<file path="src/sv/argm_pkg.sv">
// Package with constants, types and the gain function of the resampler.
`timescale 1ns / 1ps

package argm_pkg;

  localparam int OUTPUT_RATE     = 48000;
  localparam int GAIN_SHIFT      = 2;
  localparam int MAX_RESULTS     = 64;
  localparam int MIN_SRC_RATE    = 750;
  localparam int SRC_RESET       = 48000;

  localparam int SAMPLE_W  = 16;
  localparam int RATE_W    = 18;
  localparam int ACC_W     = RATE_W + 1;
  localparam int CNT_W     = $clog2(MAX_RESULTS);
  localparam int CFG_IDX_W = 2;
  localparam int WIDE_W    = SAMPLE_W + GAIN_SHIFT;

  localparam logic [CFG_IDX_W-1:0] REG_SRC_RATE = CFG_IDX_W'(0);
  localparam logic [CFG_IDX_W-1:0] REG_MUTE     = CFG_IDX_W'(1);

  // Commands from the controller to the datapath.
  typedef struct packed {
    logic load;
    logic drop;
    logic step;
  } cmd_t;

  // Status from the datapath to the controller.
  typedef struct packed {
    logic acc_ge;
    logic step_last;
    logic out_free;
  } sts_t;

  // Shift left by the gain and saturate to the sample width.
  function automatic logic [SAMPLE_W-1:0] gain_sat(input logic signed [SAMPLE_W-1:0] s);
    logic signed [WIDE_W-1:0] v;
    logic signed [WIDE_W-1:0] max_v;
    logic signed [WIDE_W-1:0] min_v;
    logic [SAMPLE_W-1:0]      r;
    v     = WIDE_W'(s) <<< GAIN_SHIFT;
    max_v = WIDE_W'(2 ** (SAMPLE_W - 1) - 1);
    min_v = -WIDE_W'(2 ** (SAMPLE_W - 1));
    if (v > max_v) begin
      r = max_v[SAMPLE_W-1:0];
    end else if (v < min_v) begin
      r = min_v[SAMPLE_W-1:0];
    end else begin
      r = v[SAMPLE_W-1:0];
    end
    return r;
  endfunction

endpackage

</file>
<file path="src/sv/argm_ctrl.sv">
// Controller state machine of the resampler.
`timescale 1ns / 1ps

module argm_ctrl (
  input  logic            clk,
  input  logic            rst,
  input  logic            in_valid,
  output logic            in_ready,
  input  argm_pkg::sts_t  sts,
  output argm_pkg::cmd_t  cmd
);

  typedef enum logic [1:0] {
    S_IDLE = 2'b01,
    S_RUN  = 2'b10
  } state_t;

  state_t state;
  state_t state_next;

  assign in_ready = (state == S_IDLE);

  always_comb begin
    cmd        = '0;
    state_next = state;
    case (state)
      S_IDLE: begin
        if (in_valid) begin
          cmd.load   = 1'b1;
          state_next = S_RUN;
        end
      end
      S_RUN: begin
        if (!sts.acc_ge) begin
          // no frame due: store the phase and drop the item
          cmd.drop   = 1'b1;
          state_next = S_IDLE;
        end else if (sts.out_free) begin
          cmd.step = 1'b1;
          if (sts.step_last) begin
            state_next = S_IDLE;
          end
        end
      end
      default: begin
        state_next = S_IDLE;
      end
    endcase
  end

  always_ff @(posedge clk) begin
    if (rst) begin
      state <= S_IDLE;
    end else begin
      state <= state_next;
    end
  end

endmodule

</file>
<file path="src/sv/argm_dp.sv">
// Datapath of the resampler: registers, phase accumulator and output stage.
`timescale 1ns / 1ps

module argm_dp (
  input  logic                                   clk,
  input  logic                                   rst,
  input  logic                                   cfg_we,
  input  logic [argm_pkg::CFG_IDX_W-1:0]         cfg_index,
  input  logic [argm_pkg::RATE_W-1:0]            cfg_data,
  input  logic [2*argm_pkg::SAMPLE_W-1:0]        in_data,
  input  argm_pkg::cmd_t                         cmd,
  output argm_pkg::sts_t                         sts,
  output logic                                   out_valid,
  input  logic                                   out_ready,
  output logic [2*argm_pkg::SAMPLE_W-1:0]        out_data,
  output logic                                   out_last
);

  logic [argm_pkg::RATE_W-1:0]   src_rate;
  logic                          mute;
  logic [argm_pkg::RATE_W-1:0]   phase;
  logic [argm_pkg::ACC_W-1:0]    acc;
  logic [argm_pkg::CNT_W-1:0]    cnt;
  logic [argm_pkg::SAMPLE_W-1:0] smp_left;
  logic [argm_pkg::SAMPLE_W-1:0] smp_right;

  logic [argm_pkg::RATE_W-1:0]   src_eff;
  logic [argm_pkg::ACC_W-1:0]    src_wide;
  logic [argm_pkg::ACC_W-1:0]    sub;
  logic                          sub_ge;

  assign src_eff  = (src_rate < argm_pkg::RATE_W'(argm_pkg::MIN_SRC_RATE))
                  ? argm_pkg::RATE_W'(argm_pkg::MIN_SRC_RATE) : src_rate;
  assign src_wide = {1'b0, src_eff};
  assign sub      = acc - src_wide;
  assign sub_ge   = (sub >= src_wide);

  assign sts.acc_ge    = (acc >= src_wide);
  assign sts.step_last = !sub_ge || (cnt == argm_pkg::CNT_W'(argm_pkg::MAX_RESULTS - 1));
  assign sts.out_free  = !out_valid || out_ready;

  always_ff @(posedge clk) begin
    if (rst) begin
      src_rate <= argm_pkg::RATE_W'(argm_pkg::SRC_RESET);
      mute     <= 1'b0;
    end else if (cfg_we) begin
      if (cfg_index == argm_pkg::REG_SRC_RATE) begin
        src_rate <= cfg_data;
      end else if (cfg_index == argm_pkg::REG_MUTE) begin
        mute <= cfg_data[0];
      end
    end
  end

  always_ff @(posedge clk) begin
    if (rst) begin
      phase <= '0;
    end else if (cfg_we && (cfg_index == argm_pkg::REG_SRC_RATE)) begin
      phase <= '0;
    end else if (cmd.drop) begin
      phase <= acc[argm_pkg::RATE_W-1:0];
    end else if (cmd.step && sts.step_last) begin
      // saturate when the run was cut at the frame limit
      phase <= sub_ge ? (src_eff - argm_pkg::RATE_W'(1)) : sub[argm_pkg::RATE_W-1:0];
    end
  end

  always_ff @(posedge clk) begin
    if (cmd.load) begin
      acc <= {1'b0, phase} + argm_pkg::ACC_W'(argm_pkg::OUTPUT_RATE);
      cnt <= '0;
      if (mute) begin
        smp_left  <= '0;
        smp_right <= '0;
      end else begin
        smp_left  <= argm_pkg::gain_sat(in_data[argm_pkg::SAMPLE_W-1:0]);
        smp_right <= argm_pkg::gain_sat(in_data[2*argm_pkg::SAMPLE_W-1:argm_pkg::SAMPLE_W]);
      end
    end else if (cmd.step) begin
      acc <= sub;
      cnt <= cnt + argm_pkg::CNT_W'(1);
    end
  end

  always_ff @(posedge clk) begin
    if (rst) begin
      out_valid <= 1'b0;
    end else if (cmd.step) begin
      out_valid <= 1'b1;
    end else if (out_ready) begin
      out_valid <= 1'b0;
    end
  end

  always_ff @(posedge clk) begin
    if (cmd.step) begin
      out_data <= {smp_right, smp_left};
      out_last <= sts.step_last;
    end
  end

endmodule

</file>
<file path="src/sv/audio_resample_gain_mute.sv">
// Top level of the zero-order-hold resampler with gain and mute.
//
//   channel   direction  signals                       payload
//   s_axis    in         tvalid tready tdata[31:0]     in_left, in_right
//   m_axis    out        tvalid tready tdata tlast     out_left, out_right; tlast = run_last
//   cfg       in         valid ready index data        0 input rate, 1 mute
//
// An input frame is taken in S_IDLE; then S_RUN emits one frame per cycle (up to 64)
// while m_axis is not stalled, each advancing the phase accumulator by one subtract;
// an item that emits no frame ends with a drop step in S_RUN.
// The output register lets the next input be taken while the last frame waits.
// Synchronous reset sets the input rate to 48000, mute 0, phase 0. A stalled
// m_axis holds the run until the frame is taken.
`timescale 1ns / 1ps

module audio_resample_gain_mute (
  input  logic                                clk,
  input  logic                                rst,
  input  logic                                s_axis_tvalid,
  output logic                                s_axis_tready,
  input  logic [2*argm_pkg::SAMPLE_W-1:0]     s_axis_tdata,   // in_left, in_right
  output logic                                m_axis_tvalid,
  input  logic                                m_axis_tready,
  output logic [2*argm_pkg::SAMPLE_W-1:0]     m_axis_tdata,   // out_left, out_right
  output logic                                m_axis_tlast,
  input  logic                                cfg_valid,
  output logic                                cfg_ready,
  input  logic [argm_pkg::CFG_IDX_W-1:0]      cfg_index,
  input  logic [argm_pkg::RATE_W-1:0]         cfg_data
);

  argm_pkg::cmd_t cmd;
  argm_pkg::sts_t sts;

  assign cfg_ready = 1'b1;

  argm_ctrl u_ctrl (
    .clk      (clk),
    .rst      (rst),
    .in_valid (s_axis_tvalid),
    .in_ready (s_axis_tready),
    .sts      (sts),
    .cmd      (cmd)
  );

  argm_dp u_dp (
    .clk       (clk),
    .rst       (rst),
    .cfg_we    (cfg_valid && cfg_ready),
    .cfg_index (cfg_index),
    .cfg_data  (cfg_data),
    .in_data   (s_axis_tdata),
    .cmd       (cmd),
    .sts       (sts),
    .out_valid (m_axis_tvalid),
    .out_ready (m_axis_tready),
    .out_data  (m_axis_tdata),
    .out_last  (m_axis_tlast)
  );

endmodule

</file>
<file path="config.mk">
export PLATFORM = sky130hd
export DESIGN_NAME = audio_resample_gain_mute
export DESIGN_NICKNAME = d
export VERILOG_FILES = /design/src/sv/argm_pkg.sv /design/src/sv/argm_ctrl.sv /design/src/sv/argm_dp.sv /design/src/sv/audio_resample_gain_mute.sv
export SDC_FILE = /design/constraint.sdc
export NUM_CORES = 1
export LEC_CHECK = 0
export ABC_AREA = 1
export BUFFER_PORTS_ARGS = -buffer_cell sky130_fd_sc_hd__buf_2
export CAP_MARGIN = 20
export CORE_UTILIZATION = 49
export DETAILED_ROUTE_END_ITERATION = 8
export PLACE_DENSITY = 0.73
export SLEW_MARGIN = 5
export SYNTH_ARGS = -nofsm -noshare
export SYNTH_HDL_FRONTEND = slang
export SYNTH_SLANG_ARGS = --single-unit
</file>
<file path="constraint.sdc">
create_clock -name clk -period 5.6 [get_ports clk]
set_clock_uncertainty 0.15 [all_clocks]
set_input_delay 0.56 -clock clk [delete_from_list [all_inputs] [get_ports clk]]
set_output_delay 0.56 -clock clk [all_outputs]
set_load 0.01 [all_outputs]
</file>
## Word level (Yosys, flattened, before mapping)

Index checks and enable logic that the tools add are counted.

- Input port bits: 57
- Logic and storage cells: 71
- Register bits after elaboration: 130
- Output and inout bits: 36

- Reductions and logical operators: 16
- Multiplexer cells: 23
- Equal/unequal tests: 7
- Bitwise operators: 1
- Magnitude comparators: 7
- Add/subtract/negate cells: 4

Operators with widths:

| operator | number |
|---|---|
| 18-bit two-way mux | 4 |
| 19-bit by 18-bit >= comparator with 1-bit output | 2 |
| 19-bit two-way mux | 2 |
| 18-bit by 16-bit greater-than comparator with 1-bit output, second input constant | 2 |
| 18-bit by 16-bit less-than comparator with 1-bit output, second input constant | 2 |
| 16-bit two-way mux | 2 |
| 15-bit two-way mux | 2 |
| 18-bit by 16-bit adder with 19-bit output, second input constant | 1 |
| 19-bit by 18-bit subtractor with 19-bit output | 1 |
| 18-bit by 10-bit less-than comparator with 1-bit output, second input constant | 1 |
| 18-bit by 1-bit subtractor with 18-bit output, second input constant | 1 |
| 2-bit two-way mux | 5 |
| 1-bit two-way mux | 7 |
| 6-bit by 1-bit adder with 6-bit output, second input constant | 1 |
| 6-bit == test, second input constant | 1 |
| 3-bit AND reduction | 2 |
| 2-bit nonzero test | 3 |
| 2-bit OR reduction | 3 |
| 2-bit by 1-bit == test with 1-bit output, second input constant | 2 |
| 2-bit one-hot mux with 2 select lines | 1 |
| 3-bit by 2-bit != test with 1-bit output, second input constant | 1 |
| 3-bit != test, second input constant | 1 |
| 2-bit == test, second input constant | 1 |
| 1-bit logical AND | 2 |
| other kinds (6) | 8 |

## Depth between registers and ports, before layout

Gate-level depths: netlist (run 1).

- Depth in word-level cells: 10
- Mapped depth: 37
- Mapped depth without buffers: 35

## Cells and area by module

A second synthesis (run 1) with hierarchy kept.

- Cell total of the unflattened synthesis: 927
- Area, all modules: 7,413.4 µm²

By module, submodules not included:

| module | seq. area each (µm²) | cells each | times used | area an instance (µm²) |
|---|---|---|---|---|
| argm_dp | 3,283.1 | 909 | 1 | 7,297.0 |
| argm_ctrl | 40.0 | 16 | 1 | 105.1 |
| audio_resample_gain_mute | 0.0 | 2 | 1 | 11.3 |

## Worst setup path before layout (run 1)

OpenSTA, ideal clock, no wires.

- Kind: register to register
- From: register u_dp.src_rate[14] in the netlist's numbering
- To: register u_dp.phase[11] in the netlist's numbering
- Data arrival time: 4.018 ns
- Buffers on the path: 1
- Setup time: 0.115 ns
- Cell stages (with the launch flop): 32
- Period minus slack after synthesis: 4.282 ns
- Setup slack: 1.318 ns
- Required time: 5.335 ns
- Path through: dfxtp_1 nor2_1 nand2_1 nor2_2 nand2_2 nand2_2 inv_1 ha_1 fa_1 nor3_1 nor2_1 o21bai_1 a21oi_1 or2_2 nand2_1 inv_1 ha_1 a21oi_1 nor2_1 a211oi_1 nand2_1 nand2_1 nand3_1 nand2_1 nand2_4 nand2_4 nand2_4 nand2_4 inv_2 buf_6 nor2_1 nor2_1

RTL lines:

| element | line | text |
|---|---|---|
| start, declared | argm_dp.sv:19 | `logic [argm_pkg::RATE_W-1:0] src_rate;` |
| start signal, assigned | argm_dp.sv:44 | `src_rate <= argm_pkg::RATE_W'(argm_pkg::SRC_RESET);` |
| start signal, assigned | argm_dp.sv:48 | `src_rate <= cfg_data;` |
| end signal, assigned | argm_dp.sv:61 | `phase <= acc[argm_pkg::RATE_W-1:0];` |
| end signal, assigned | argm_dp.sv:64 | `phase <= sub_ge ? (src_eff - argm_pkg::RATE_W'(1)) : sub[argm_pkg::RATE_W-1:0];` |
| end, declared | argm_dp.sv:21 | `logic [argm_pkg::RATE_W-1:0] phase;` |

==> reports/metrics.json, run 1 <==
{
  "worst_hold_check_slack_ns": 0.193,
  "cts.clk_slew.worst_paths_ns": 0.06,
  "global_route.usage.met1": 0.373,
  "fin_nets": 1097,
  "setup.worst_path.start_class": "flop",
  "area_delta_synth_final_pct": 16.4,
  "route.final.wire_length_um": 18800,
  "synthXorXnorAreaFrac": 0.0276,
  "synth_top_family_by_area": "simple AND/OR/NAND/NOR gates",
  "top_usage_layer": "met2",
  "clockBufferDepth": 2,
  "setup_violations": 0,
  "dieArea_um2": 15400,
  "ys_warn_count": 0,
  "pin_count_of_the_biggest_net_entering_global_routing": 59,
  "die_height_um": 124,
  "final-max-slew-violation-count": 0,
  "gpl.final_weighted_congestion": 0.967,
  "global_route.usage.met2": 0.399,
  "insertedDiodeCount": 0,
  "dr.first_iter.drc_count": 470,
  "timing.final.crit_share": 0.914,
  "combinationalPowerShare": 0.293,
  "power.density_nw_per_um2": 376,
  "max_freq_mhz": 195,
  "most-common-layout-cells": "sky130_fd_sc_hd__nand2_1 (205), sky130_fd_sc_hd__inv_1 (121), sky130_fd_sc_hd__buf_2 (91)",
  "synth_seq_area_share": 0.456,
  "place.detailed.hpwl_um": 14000,
  "internal-power_mw": 2.06,
  "critical_path.top_delay_family": "simple AND/OR/NAND/NOR gates",
  "post_synth_inst_count": 909,
  "cts_repair_resize_count": 0,
  "layout.cells.most_common": "sky130_fd_sc_hd__nand2_1",
  "synth.avg_cell_area_um2": 8.02,
  "post_cts_buffers": 0,
  "synth.net_count": 1007,
  "initial_core_util": 0.502,
  "r2r.worst_path.cells": 30,
  "peak_vdd_ir_mv": 0.257,
  "timing.rr.end": "u_dp.phase[5]",
  "timing_worst_slew_pin_value_ns": 0.893,
  "fraction_of_power_consumed_by_sequential_logic": 0.352,
  "first_global_vias": 5753,
  "syn_area_um2": 7290,
  "synthMuxAreaShare": 0,
  "global_route_wire_length_before_repair_um": 30100,
  "core_region_area_um2": 14500,
  "fraction_of_final_layout_cells_sized_beyond_drive_strength_1": 0.156,
  "synth.ff_latch_count": 126,
  "grt_usage": 0.266,
  "whs_path_depth": 3,
  "worstPathArrival_ns": 5.29,
  "cts_made_buffers": 17,
  "post_synth_simple_gate_area": 0.236,
  "use_met3": 0.0586,
  "timing.rr.start": "u_dp.src_rate[11]",
  "synth-compound-area-share": 0.122,
  "clock_latency_ns": 0.44,
  "dr.pass1.iters": 5,
  "htree_num_levels": 4,
  "fin_crit_ns": 5.12,
  "buffer_ports.inserted": 91,
  "switching_share": 0.355,
  "cts-hold-fix-buffers": 0,
  "timing.setup.critical_path_class": "reg2reg",
  "synth_fa_ha_area_frac": 0.0714,
  "placementRows": 44,
  "critPathBufInv": 3,
  "reg2reg_slack_ns": 0.48,
  "grt_setup_unrepaired": "false",
  "whs_endpoint": "u_dp.src_rate[13]",
  "report.final.hold_viol_count": 0,
  "ys_types": 40,
  "cp_max_fo": 26,
  "antenna_found_initial": 0,
  "hold_start": "cfg_data[13]",
  "grt_overflow": 0,
  "crit_required_ns": 5.77,
  "fin_setup_tns_ns": 0,
  "p_leak_nw": 3.93,
  "die_width_um": 124,
  "max_stage_delay_ns": 0.45,
  "slew_headroom": 0.403,
  "power.switching_mw": 1.13,
  "maxCapViolCount": 0,
  "cts.root.buffer_cell": "sky130_fd_sc_hd__clkbuf_16",
  "power.clock.fraction": 0.355,
  "hold_crit_class": "in2reg",
  "drc_errors": 0,
  "avgRoutedWirePerCell_um": 15.7,
  "routed-via-count": 6292,
  "status": "finished, final reports clean",
  "tritoncts": "built",
  "antenna_violating_nets_post_route": 0,
  "vias_per_cell": 5.26,
  "clock-sinks": 126,
  "num_io_pins": 93,
  "setup.worst_path.end_class": "flop",
  "worst_path_max_delay_cell": "sky130_fd_sc_hd__fa_1"
}
[cell usage after synthesis (all sizes together)]
cell type	count	area share
o311a	1	0.0014
ha	40	0.069
a21boi	1	0.0010
or2	3	0.0026
nor2	98	0.055
o2bb2ai	1	0.0012
clkbuf	15	0.0077
o21ai	66	0.045
nor4	1	0.00086
inv	127	0.065
buf	13	0.014
o22ai	1	0.00086
edfxtp	80	0.33
nand4	10	0.0086
a21o	5	0.0051
nand2	214	0.12
nor3	10	0.0069
nand3	57	0.041
o21a	2	0.0021
a31oi	4	0.0034
a211oi	1	0.0010
xnor2	10	0.012
a21oi	73	0.050
conb	1	0.00051
xor2	13	0.016
o211ai	8	0.0082
nand3b	4	0.0041
dfxtp	46	0.13
and2	1	0.00086
o21bai	2	0.0021
fa	1	0.0027
[area by class of cell]
cell class              instances  area, µm²
multi-input cells             628       3340
clock buffers                  18        429
flip-flops and latches        126       3320
well taps                     184        230
clock inverters                14        173
fillers                      1338       6040
repair buffers                 99        519
inverters                     127        479
[kinds of logic (layout without fill, tap and decap cells)]
family                   Yosys count  count (layout)
flip-flops                       126             126
adder cells (fa/ha/maj)           41              41
AND/OR/NAND/NOR                  398             398
AO/OA/AOI/OAI                    165             165
XOR/XNOR                          23              23
other                              1               1
buffers and inverters            155             258
[state kept, by name (all words and copies together), names as in the netlist]
| name | cells |
|---|---|
| u_dp.smp_left | 15 |
| u_dp.out_last | 1 |
| u_dp.out_data | 30 |
| u_dp.mute | 1 |
| u_dp.acc | 19 |
| u_dp.out_valid | 1 |
| u_dp.src_rate | 18 |
| u_ctrl.state | 2 |
| u_dp.phase | 18 |
| u_dp.smp_right | 15 |
| u_dp.cnt | 6 |
[worst max-delay path by stage]
stage                                  from        endpoint  slack [ns]  cells after the start
final                     u_dp.src_rate[11]   u_dp.phase[5]        0.48                     30
after global routing      u_dp.src_rate[10]  u_dp.phase[16]       0.009                     30
after CTS                 u_dp.src_rate[11]  u_dp.phase[17]        0.47                     30
after detailed placement  u_dp.src_rate[11]   u_dp.phase[4]        0.51                     30
after global placement    u_dp.src_rate[12]  u_dp.phase[17]        0.63                     30
after floorplan           u_dp.src_rate[14]  u_dp.phase[11]        1.32                     31
[power by group through the flow]
| stage | combinational, mW | sequential (mW) | clock (mW) |
|---|---|---|---|
| 3_5_place_dp | 0.920 | 1.14 | 0 |
| 2_1_floorplan | 0.674 | 1.12 | 0 |
| 3_3_place_gp | 0.911 | 1.14 | 0 |
| 6_report | 0.937 | 1.12 | 1.13 |
| 5_1_grt | 1.06 | 1.13 | 1.19 |
| 4_1_cts | 0.923 | 1.12 | 1.15 |
[worst reg2reg max path, delay by kind of cell (launching register included)]
kind	cells	cell delay (ns)
flip-flops	1	0.33
adder cells (fa/ha/maj)	3	0.95
buffers and inverters	3	0.26
AND/OR/NAND/NOR	20	2.63
AO/OA/AOI/OAI	4	0.68
[through the flow]
stage | area [µm²] | utilization | setup slack [ns] | std cells | total power [mW]
final | 8490 | 0.584 | 0.479 | 1196 | 3.20
after global routing | 8490 | 0.584 | 0.00907 | 1196 | 3.38
after CTS | 8480 | 0.583 | 0.469 | 1195 | 3.19
after detailed placement | 7880 | 0.542 | 0.513 | 1163 | 2.06
after global placement | 7880 | 0.542 | 0.635 | 1163 | 2.05
after floorplan | 7290 | - | 1.32 | 909 | 1.80
[layer usage]
layer / vias to the layer above / wire length, µm
met4: 0 / 427
met2: 220 / 8390
met5: - / 0
li1: 3188 / -
met3: 25 / 1420
met1: 2859 / 8510
Power figures use the tool's default switching activity.
==> inputs of run 2 (changes only) <==
--- a/config.mk
+++ b/config.mk
@@ -6,11 +6,12 @@
 export NUM_CORES = 1
 export LEC_CHECK = 0
 export ABC_AREA = 1
-export BUFFER_PORTS_ARGS = -buffer_cell sky130_fd_sc_hd__buf_2
+export ABC_CLOCK_PERIOD_IN_PS = 5600
 export CAP_MARGIN = 20
 export CORE_UTILIZATION = 49
 export DETAILED_ROUTE_END_ITERATION = 8
-export PLACE_DENSITY = 0.73
+export DONT_BUFFER_PORTS = 1
+export PLACE_DENSITY = 0.68
 export SLEW_MARGIN = 5
 export SYNTH_ARGS = -nofsm -noshare
 export SYNTH_HDL_FRONTEND = slang
==> reports/metrics.json, run 2 (synthesis gave the netlist of run 1 again) <==
{
  "timing.rr.end": "u_dp.phase[17]",
  "endpoint": "u_dp.phase[17]",
  "worstPathArrival": {"value": 5.35, "unit": "ns", "change": "+0.06 ns"},
  "buffer_ports.inserted": {"value": 0, "change": "-100%"},
  "vias_per_cell": {"value": 5.26, "change": "about the same"},
  "htree_num_levels": {"value": 4, "change": "unchanged"},
  "p_total": {"value": 3.04, "unit": "mW", "change": "-4.7%"},
  "dr.pass1.iters": {"value": 5, "change": "unchanged"},
  "maxCapViolCount": {"value": 0, "change": "unchanged"},
  "gpl.final_weighted_congestion": {"value": 0.927, "change": "-4.1%"},
  "fraction_of_final_layout_cells_sized_beyond_drive_strength_1": {"value": 0.0749, "change": "-0.0812"},
  "critPathLaunch": "u_dp.src_rate[12]",
  "first_global_vias": {"value": 5438, "change": "-5.5%"},
  "tritoncts": "built",
  "cell_depth_of_the_worst_setup_path": {"value": 31, "change": "+3.3%"},
  "clock_latency": {"value": 0.42, "unit": "ns", "change": "-0.02 ns"},
  "routed-via-count": {"value": 5814, "change": "-7.6%"},
  "reg2reg_slack": {"value": 0.46, "unit": "ns", "change": "-0.02 ns"},
  "flip_flop_count_of_the_largest_register_after_layout": {"value": 30, "change": "unchanged"},
  "cp_max_fo": {"value": 26, "change": "unchanged"},
  "setup_violations": {"value": 0, "change": "unchanged"},
  "num_io_pins": {"value": 93, "change": "unchanged"},
  "critical_path.top_delay_family": "simple AND/OR/NAND/NOR gates",
  "slew_headroom": {"value": 0.423, "change": "+0.0194"},
  "pin_count_of_the_biggest_net_entering_global_routing": {"value": 59, "change": "unchanged"},
  "utilization": {"value": 0.551, "change": "-0.0335"},
  "p_leak": {"value": 3.56, "unit": "nW", "change": "-9.4%"},
  "hold_crit_class": "in2reg",
  "final-max-slew-violation-count": {"value": 0, "change": "unchanged"},
  "critPathBufInv": {"value": 3, "change": "unchanged"},
  "initial_core_util": {"value": 0.502, "change": "unchanged"},
  "die_height": {"value": 124, "unit": "µm", "change": "unchanged"},
  "grt_usage": {"value": 0.245, "change": "-0.0212"},
  "cts_made_buffers": {"value": 17, "change": "unchanged"},
  "register_cell_area_after_layout": {"value": 3320, "unit": "µm²", "change": "unchanged"},
  "clock-sinks": {"value": 126, "change": "unchanged"},
  "setup.worst_path.end_class": "flop",
  "avgRoutedWirePerCell": {"value": 15.8, "unit": "µm", "change": "+0.81%"},
  "timing.setup.critical_path_class": "reg2reg",
  "clockBufferDepth": {"value": 2, "change": "unchanged"},
  "timing_worst_slew_pin_value": {"value": 0.864, "unit": "ns", "change": "-0.0290 ns"},
  "post_cts_buffers": {"value": 0, "change": "unchanged"},
  "cts.root.buffer_cell": "sky130_fd_sc_hd__clkbuf_16",
  "multi_input_area": {"value": 3360, "unit": "µm²", "change": "+0.83%"},
  "status": "finished, final reports clean",
  "drc_errors": {"value": 0, "change": "unchanged"},
  "power.density": {"value": 380, "unit": "nW/µm²", "change": "+1.0%"},
  "global_route_wire_length_before_repair": {"value": 27900, "unit": "µm", "change": "-7.4%"},
  "timing.rr.start": "u_dp.src_rate[12]",
  "fin_setup_tns": {"value": 0, "unit": "ns", "change": "unchanged"},
  "dr.first_iter.drc_count": {"value": 355, "change": "-24%"},
  "crit_required": {"value": 5.81, "unit": "ns", "change": "+0.04 ns"},
  "report.final.hold_viol_count": {"value": 0, "change": "unchanged"},
  "antenna_violating_nets_post_route": {"value": 0, "change": "unchanged"},
  "timing.final.crit_share": {"value": 0.918, "change": "+0.00392"},
  "registers.top_by_ff_count": "u_dp.out_data",
  "area_delta_synth_final_pct": 9.74,
  "crit_top_cell": "sky130_fd_sc_hd__nand2_1",
  "setup.worst_path.start_class": "flop",
  "placementRows": {"value": 44, "change": "unchanged"},
  "most-common-layout-cells": "sky130_fd_sc_hd__nand2_1 (205), sky130_fd_sc_hd__inv_1 (121), sky130_fd_sc_hd__nor2_1 (90)",
  "die_width": {"value": 124, "unit": "µm", "change": "unchanged"},
  "fin_nets": {"value": 1006, "change": "-8.3%"},
  "cts-hold-fix-buffers": {"value": 0, "change": "unchanged"},
  "max_freq": {"value": 194, "unit": "MHz", "change": "-0.43%"},
  "cts.clk_slew.worst_paths": {"value": 0.06, "unit": "ns", "change": "about the same"},
  "cts_repair_resize_count": {"value": 0, "change": "unchanged"},
  "r2r.worst_path.cells": {"value": 31, "change": "+3.3%"},
  "antenna_found_initial": {"value": 0, "change": "unchanged"},
  "peak_vdd_ir": {"value": 0.204, "unit": "mV", "change": "-21%"},
  "grt_setup_unrepaired": "false",
  "insertedDiodeCount": {"value": 0, "change": "unchanged"},
  "grt_overflow": {"value": 0, "change": "unchanged"},
  "dpl_cell_area": {"value": 7420, "unit": "µm²", "change": "-5.7%"},
  "worst_path_max_delay_cell": "sky130_fd_sc_hd__o21ai_0",
  "fill_cells": {"value": 1372, "change": "+2.5%"},
  "max_stage_delay": {"value": 0.40, "unit": "ns", "change": "-0.05 ns"},
  "dieArea": {"value": 15400, "unit": "µm²", "change": "unchanged"},
  "place.detailed.hpwl": {"value": 13200, "unit": "µm", "change": "-6.0%"},
  "layout.cells.most_common": "sky130_fd_sc_hd__nand2_1",
  "route.final.wire_length": {"value": 17500, "unit": "µm", "change": "-6.9%"},
  "fin_crit": {"value": 5.14, "unit": "ns", "change": "+0.0220 ns"},
  "core_region_area": {"value": 14500, "unit": "µm²", "change": "unchanged"},
  "finalInstanceArea": {"value": 8000, "unit": "µm²", "change": "-5.7%"},
  "largest_registers": "u_dp.out_data (30), u_dp.acc (19)"
}
==> run 2: power by group <==
| part | switching (mW) | leakage, nW | internal [mW] | total (mW) |
|---|---|---|---|---|
| logic | 0.596 | 2.17 | 0.291 | 0.888 |
| registers | 0.0481 | 1.13 | 1.08 | 1.13 |
| clock network | 0.445 | 0.270 | 0.582 | 1.03 |
==> run 2: how the worst min path moves through the flow <==
| stage | startpoint | endpoint | slack, ns | cells past startpoint |
|---|---|---|---|---|
| 3_3_place_gp | u_dp.smp_left[5] | u_dp.out_data[5] | 0.25 | 0 |
| 4_1_cts | rst | u_dp.out_valid | 0.05 | 1 |
| 3_5_place_dp | u_dp.smp_right[11] | u_dp.out_data[27] | 0.25 | 0 |
| 5_1_grt | rst | u_dp.out_valid | 0.05 | 1 |
| 6_report | rst | u_dp.out_valid | 0.06 | 1 |
| 2_1_floorplan | u_dp.smp_left[10] | u_dp.out_data[10] | 0.25 | 0 |
==> run 2: metrics by stage <==
stage / std cells / hold WS [ns] / setup WS, ns
after floorplan: 909 / 0.250 / 1.32
after global placement: 1072 / 0.251 / 0.463
after detailed placement: 1072 / 0.255 / 0.321
after CTS: 1104 / 0.0509 / 0.256
after global routing: 1105 / 0.0492 / 0.00470
final: 1105 / 0.0613 / 0.457
==> run 2: layer usage <==
layer | routed length (µm) | vias to the layer above | track usage
li1 | - | 3006 | -
met1 | 8240 | 2612 | 0.335
met2 | 7630 | 170 | 0.373
met3 | 1190 | 26 | 0.0609
met4 | 403 | 0 | 0.0960
met5 | 0 | - | 0
==> run 2: cell type report <==
type                       count  area share
clock inverter                14      0.0150
tap                          184      0.0288
sequential                   126       0.415
clock buffer                  18      0.0536
inverter                     127      0.0596
multi-input combinational    628       0.420
timing repair buffer           8     0.00750
==> inputs of run 3 (changes only) <==
--- a/config.mk
+++ b/config.mk
@@ -6,12 +6,12 @@
 export NUM_CORES = 1
 export LEC_CHECK = 0
 export ABC_AREA = 1
-export ABC_CLOCK_PERIOD_IN_PS = 5600
+export ABC_CLOCK_PERIOD_IN_PS = 5950
 export CAP_MARGIN = 20
-export CORE_UTILIZATION = 49
+export CORE_UTILIZATION = 35
 export DETAILED_ROUTE_END_ITERATION = 8
 export DONT_BUFFER_PORTS = 1
-export PLACE_DENSITY = 0.68
+export PLACE_DENSITY = 0.53
 export SLEW_MARGIN = 5
 export SYNTH_ARGS = -nofsm -noshare
 export SYNTH_HDL_FRONTEND = slang
==> constraint.sdc (replaced) <==
create_clock -name clk -period 5.95 [get_ports clk]
set_clock_uncertainty 0.15 [all_clocks]
set_input_delay 0.595 -clock clk [delete_from_list [all_inputs] [get_ports clk]]
set_output_delay 0.595 -clock clk [all_outputs]
set_load 0.01 [all_outputs]
==> reports/metrics.json, run 3 (synthesis gave the netlist of run 1 again) <==
{
  "place.detailed.hpwl": {"value": 15100, "unit": "µm", "change": "+14%"},
  "p_leak": {"value": 3.57, "unit": "nW", "change": "+0.13%"},
  "critical_path.top_delay_family": "simple AND/OR/NAND/NOR gates",
  "fin_crit": {"value": 5.25, "unit": "ns", "change": "+0.103 ns"},
  "setup.worst_path.start_class": "flop",
  "buffer_ports.inserted": {"value": 0, "change": "unchanged"},
  "cts.clk_slew.worst_paths": {"value": 0.06, "unit": "ns", "change": "about the same"},
  "whs_path_depth": {"value": 1, "change": "unchanged"},
  "hold_start": "rst",
  "final-max-slew-violation-count": {"value": 0, "change": "unchanged"},
  "largest_registers": "u_dp.out_data (30), u_dp.acc (19)",
  "utilization": {"value": 0.401, "change": "-0.150"},
  "maxCapViolCount": {"value": 0, "change": "unchanged"},
  "placementRows": {"value": 52, "change": "+18%"},
  "post_cts_buffers": {"value": 0, "change": "unchanged"},
  "critPathBufInv": {"value": 3, "change": "unchanged"},
  "cts_made_buffers": {"value": 17, "change": "unchanged"},
  "pin_count_of_the_biggest_net_entering_global_routing": {"value": 40, "change": "-32%"},
  "vias_per_cell": {"value": 5.02, "change": "-4.6%"},
  "status": "finished, final reports clean",
  "setup_violations": {"value": 0, "change": "unchanged"},
  "crit_required": {"value": 6.11, "unit": "ns", "change": "+0.30 ns"},
  "peak_vdd_ir": {"value": 0.243, "unit": "mV", "change": "+19%"},
  "cell_depth_of_the_worst_setup_path": {"value": 30, "change": "-3.2%"},
  "final_cell_count_no_fill": {"value": 1191, "change": "+7.8%"},
  "dr.pass1.iters": {"value": 6, "change": "+1"},
  "worst_path_max_delay_cell": "sky130_fd_sc_hd__fa_1",
  "dr.first_iter.drc_count": {"value": 458, "change": "+29%"},
  "fill_cells": {"value": 2103, "change": "+53%"},
  "timing_worst_slew_pin_value": {"value": 0.979, "unit": "ns", "change": "+0.115 ns"},
  "cts_repair_resize_count": {"value": 0, "change": "unchanged"},
  "global_route_wire_length_before_repair": {"value": 31000, "unit": "µm", "change": "+11%"},
  "numPlacedInstances": {"value": 1158, "change": "+8.0%"},
  "timing.rr.start": "u_dp.src_rate[10]",
  "core_region_area": {"value": 20300, "unit": "µm²", "change": "+40%"},
  "initial_core_util": {"value": 0.359, "change": "-0.143"},
  "registers.top_by_ff_count": "u_dp.out_data",
  "htree_num_levels": {"value": 4, "change": "unchanged"},
  "route.final.wire_length": {"value": 19900, "unit": "µm", "change": "+14%"},
  "grt_overflow": {"value": 0, "change": "unchanged"},
  "max_stage_delay": {"value": 0.43, "unit": "ns", "change": "+0.03 ns"},
  "layout.cells.most_common": "sky130_fd_sc_hd__nand2_1",
  "clockBufferDepth": {"value": 2, "change": "unchanged"},
  "hold_crit_class": "in2reg",
  "avgRoutedWirePerCell": {"value": 16.7, "unit": "µm", "change": "+5.5%"},
  "antenna_violating_nets_post_route": {"value": 0, "change": "unchanged"},
  "fin_setup_tns": {"value": 0, "unit": "ns", "change": "unchanged"},
  "routed-via-count": {"value": 5976, "change": "+2.8%"},
  "antenna_found_initial": {"value": 0, "change": "unchanged"},
  "cts-hold-fix-buffers": {"value": 0, "change": "unchanged"},
  "tritoncts": "built",
  "clock-sinks": {"value": 126, "change": "unchanged"},
  "insertedDiodeCount": {"value": 0, "change": "unchanged"},
  "timing.setup.critical_path_class": "reg2reg",
  "final.setup.worst_slack": {"value": 0.704, "unit": "ns", "change": "+0.247 ns"},
  "die_width": {"value": 146, "unit": "µm", "change": "+18%"},
  "num_io_pins": {"value": 93, "change": "unchanged"},
  "die_height": {"value": 146, "unit": "µm", "change": "+18%"},
  "critPathLaunch": "u_dp.src_rate[10]",
  "grt_usage": {"value": 0.190, "change": "-0.0553"},
  "worst_setup_slack_before_clock_tree_synthesis": {"value": 0.716, "unit": "ns", "change": "+0.395 ns"},
  "cts.root.buffer_cell": "sky130_fd_sc_hd__clkbuf_16",
  "max_freq": {"value": 191, "unit": "MHz", "change": "-2.0%"},
  "r2r.worst_path.cells": {"value": 30, "change": "-3.2%"},
  "slew_headroom": {"value": 0.346, "change": "-0.0769"},
  "fin_nets": {"value": 1006, "change": "unchanged"},
  "area_delta_synth_final_pct": 11.5,
  "fraction_of_final_layout_cells_sized_beyond_drive_strength_1": {"value": 0.0749, "change": "unchanged"},
  "grt_setup_unrepaired": "false",
  "report.final.hold_viol_count": {"value": 0, "change": "unchanged"},
  "drc_errors": {"value": 0, "change": "unchanged"},
  "worstPathArrival": {"value": 5.40, "unit": "ns", "change": "+0.05 ns"},
  "gpl.final_weighted_congestion": {"value": 0.942, "change": "+1.6%"},
  "timing.final.crit_share": {"value": 0.882, "change": "-0.0367"},
  "power.density": {"value": 367, "unit": "nW/µm²", "change": "-3.4%"},
  "flip_flop_count_of_the_largest_register_after_layout": {"value": 30, "change": "unchanged"},
  "reg2reg_slack": {"value": 0.70, "unit": "ns", "change": "+0.25 ns"},
  "first_global_vias": {"value": 5533, "change": "+1.7%"},
  "most-common-layout-cells": "sky130_fd_sc_hd__nand2_1 (205), sky130_fd_sc_hd__inv_1 (121), sky130_fd_sc_hd__nor2_1 (90)",
  "cp_max_fo": {"value": 26, "change": "unchanged"},
  "dieArea": {"value": 21400, "unit": "µm²", "change": "+39%"},
  "clock_latency": {"value": 0.42, "unit": "ns", "change": "about the same"},
  "setup.worst_path.end_class": "flop"
}
==> run 3: path summary, 6_finish.rpt <==
kind	end
worst max-delay path	u_dp.phase[2]
worst max register to register	u_dp.phase[2]
worst min-delay path	u_dp.out_valid
worst min register to register	u_dp.out_data[23]
==> run 3: layer usage <==
metal,up-vias,global-route usage,wire [µm]
met5,-,0,0
met4,0,0.0875,647
met3,38,0.0350,746
met2,156,0.294,8950
met1,2782,0.257,9500
li1,3000,-,-
==> run 3: cell type report <==
cell class | count | area (µm²) | share of cell area
Clock buffer | 17 | 425 | 0.0523
Clock inverter | 15 | 156 | 0.0192
Inverter | 127 | 477 | 0.0586
Multi-Input combinational cell | 628 | 3340 | 0.411
Sequential cell | 126 | 3320 | 0.409
Tap cell | 270 | 338 | 0.0415
Timing Repair Buffer | 8 | 72.6 | 0.00892
==> run 3: through the flow <==
| step | total power [mW] | hold slack (ns) | instance area [µm²] |
|---|---|---|---|
| 2_1_floorplan | 1.69 | 0.250 | 7290 |
| 3_3_place_gp | 1.94 | 0.251 | 7520 |
| 3_5_place_dp | 1.94 | 0.255 | 7540 |
| 4_1_cts | 2.99 | 0.0794 | 8130 |
| 5_1_grt | 3.14 | 0.0821 | 8130 |
| 6_report | 2.99 | 0.0930 | 8130 |
==> run 3: power breakdown <==
part / total (mW) / internal, mW / switching (mW)
registers: 1.06 / 1.02 / 0.0391
logic: 0.880 / 0.276 / 0.603
clock network: 1.05 / 0.623 / 0.428
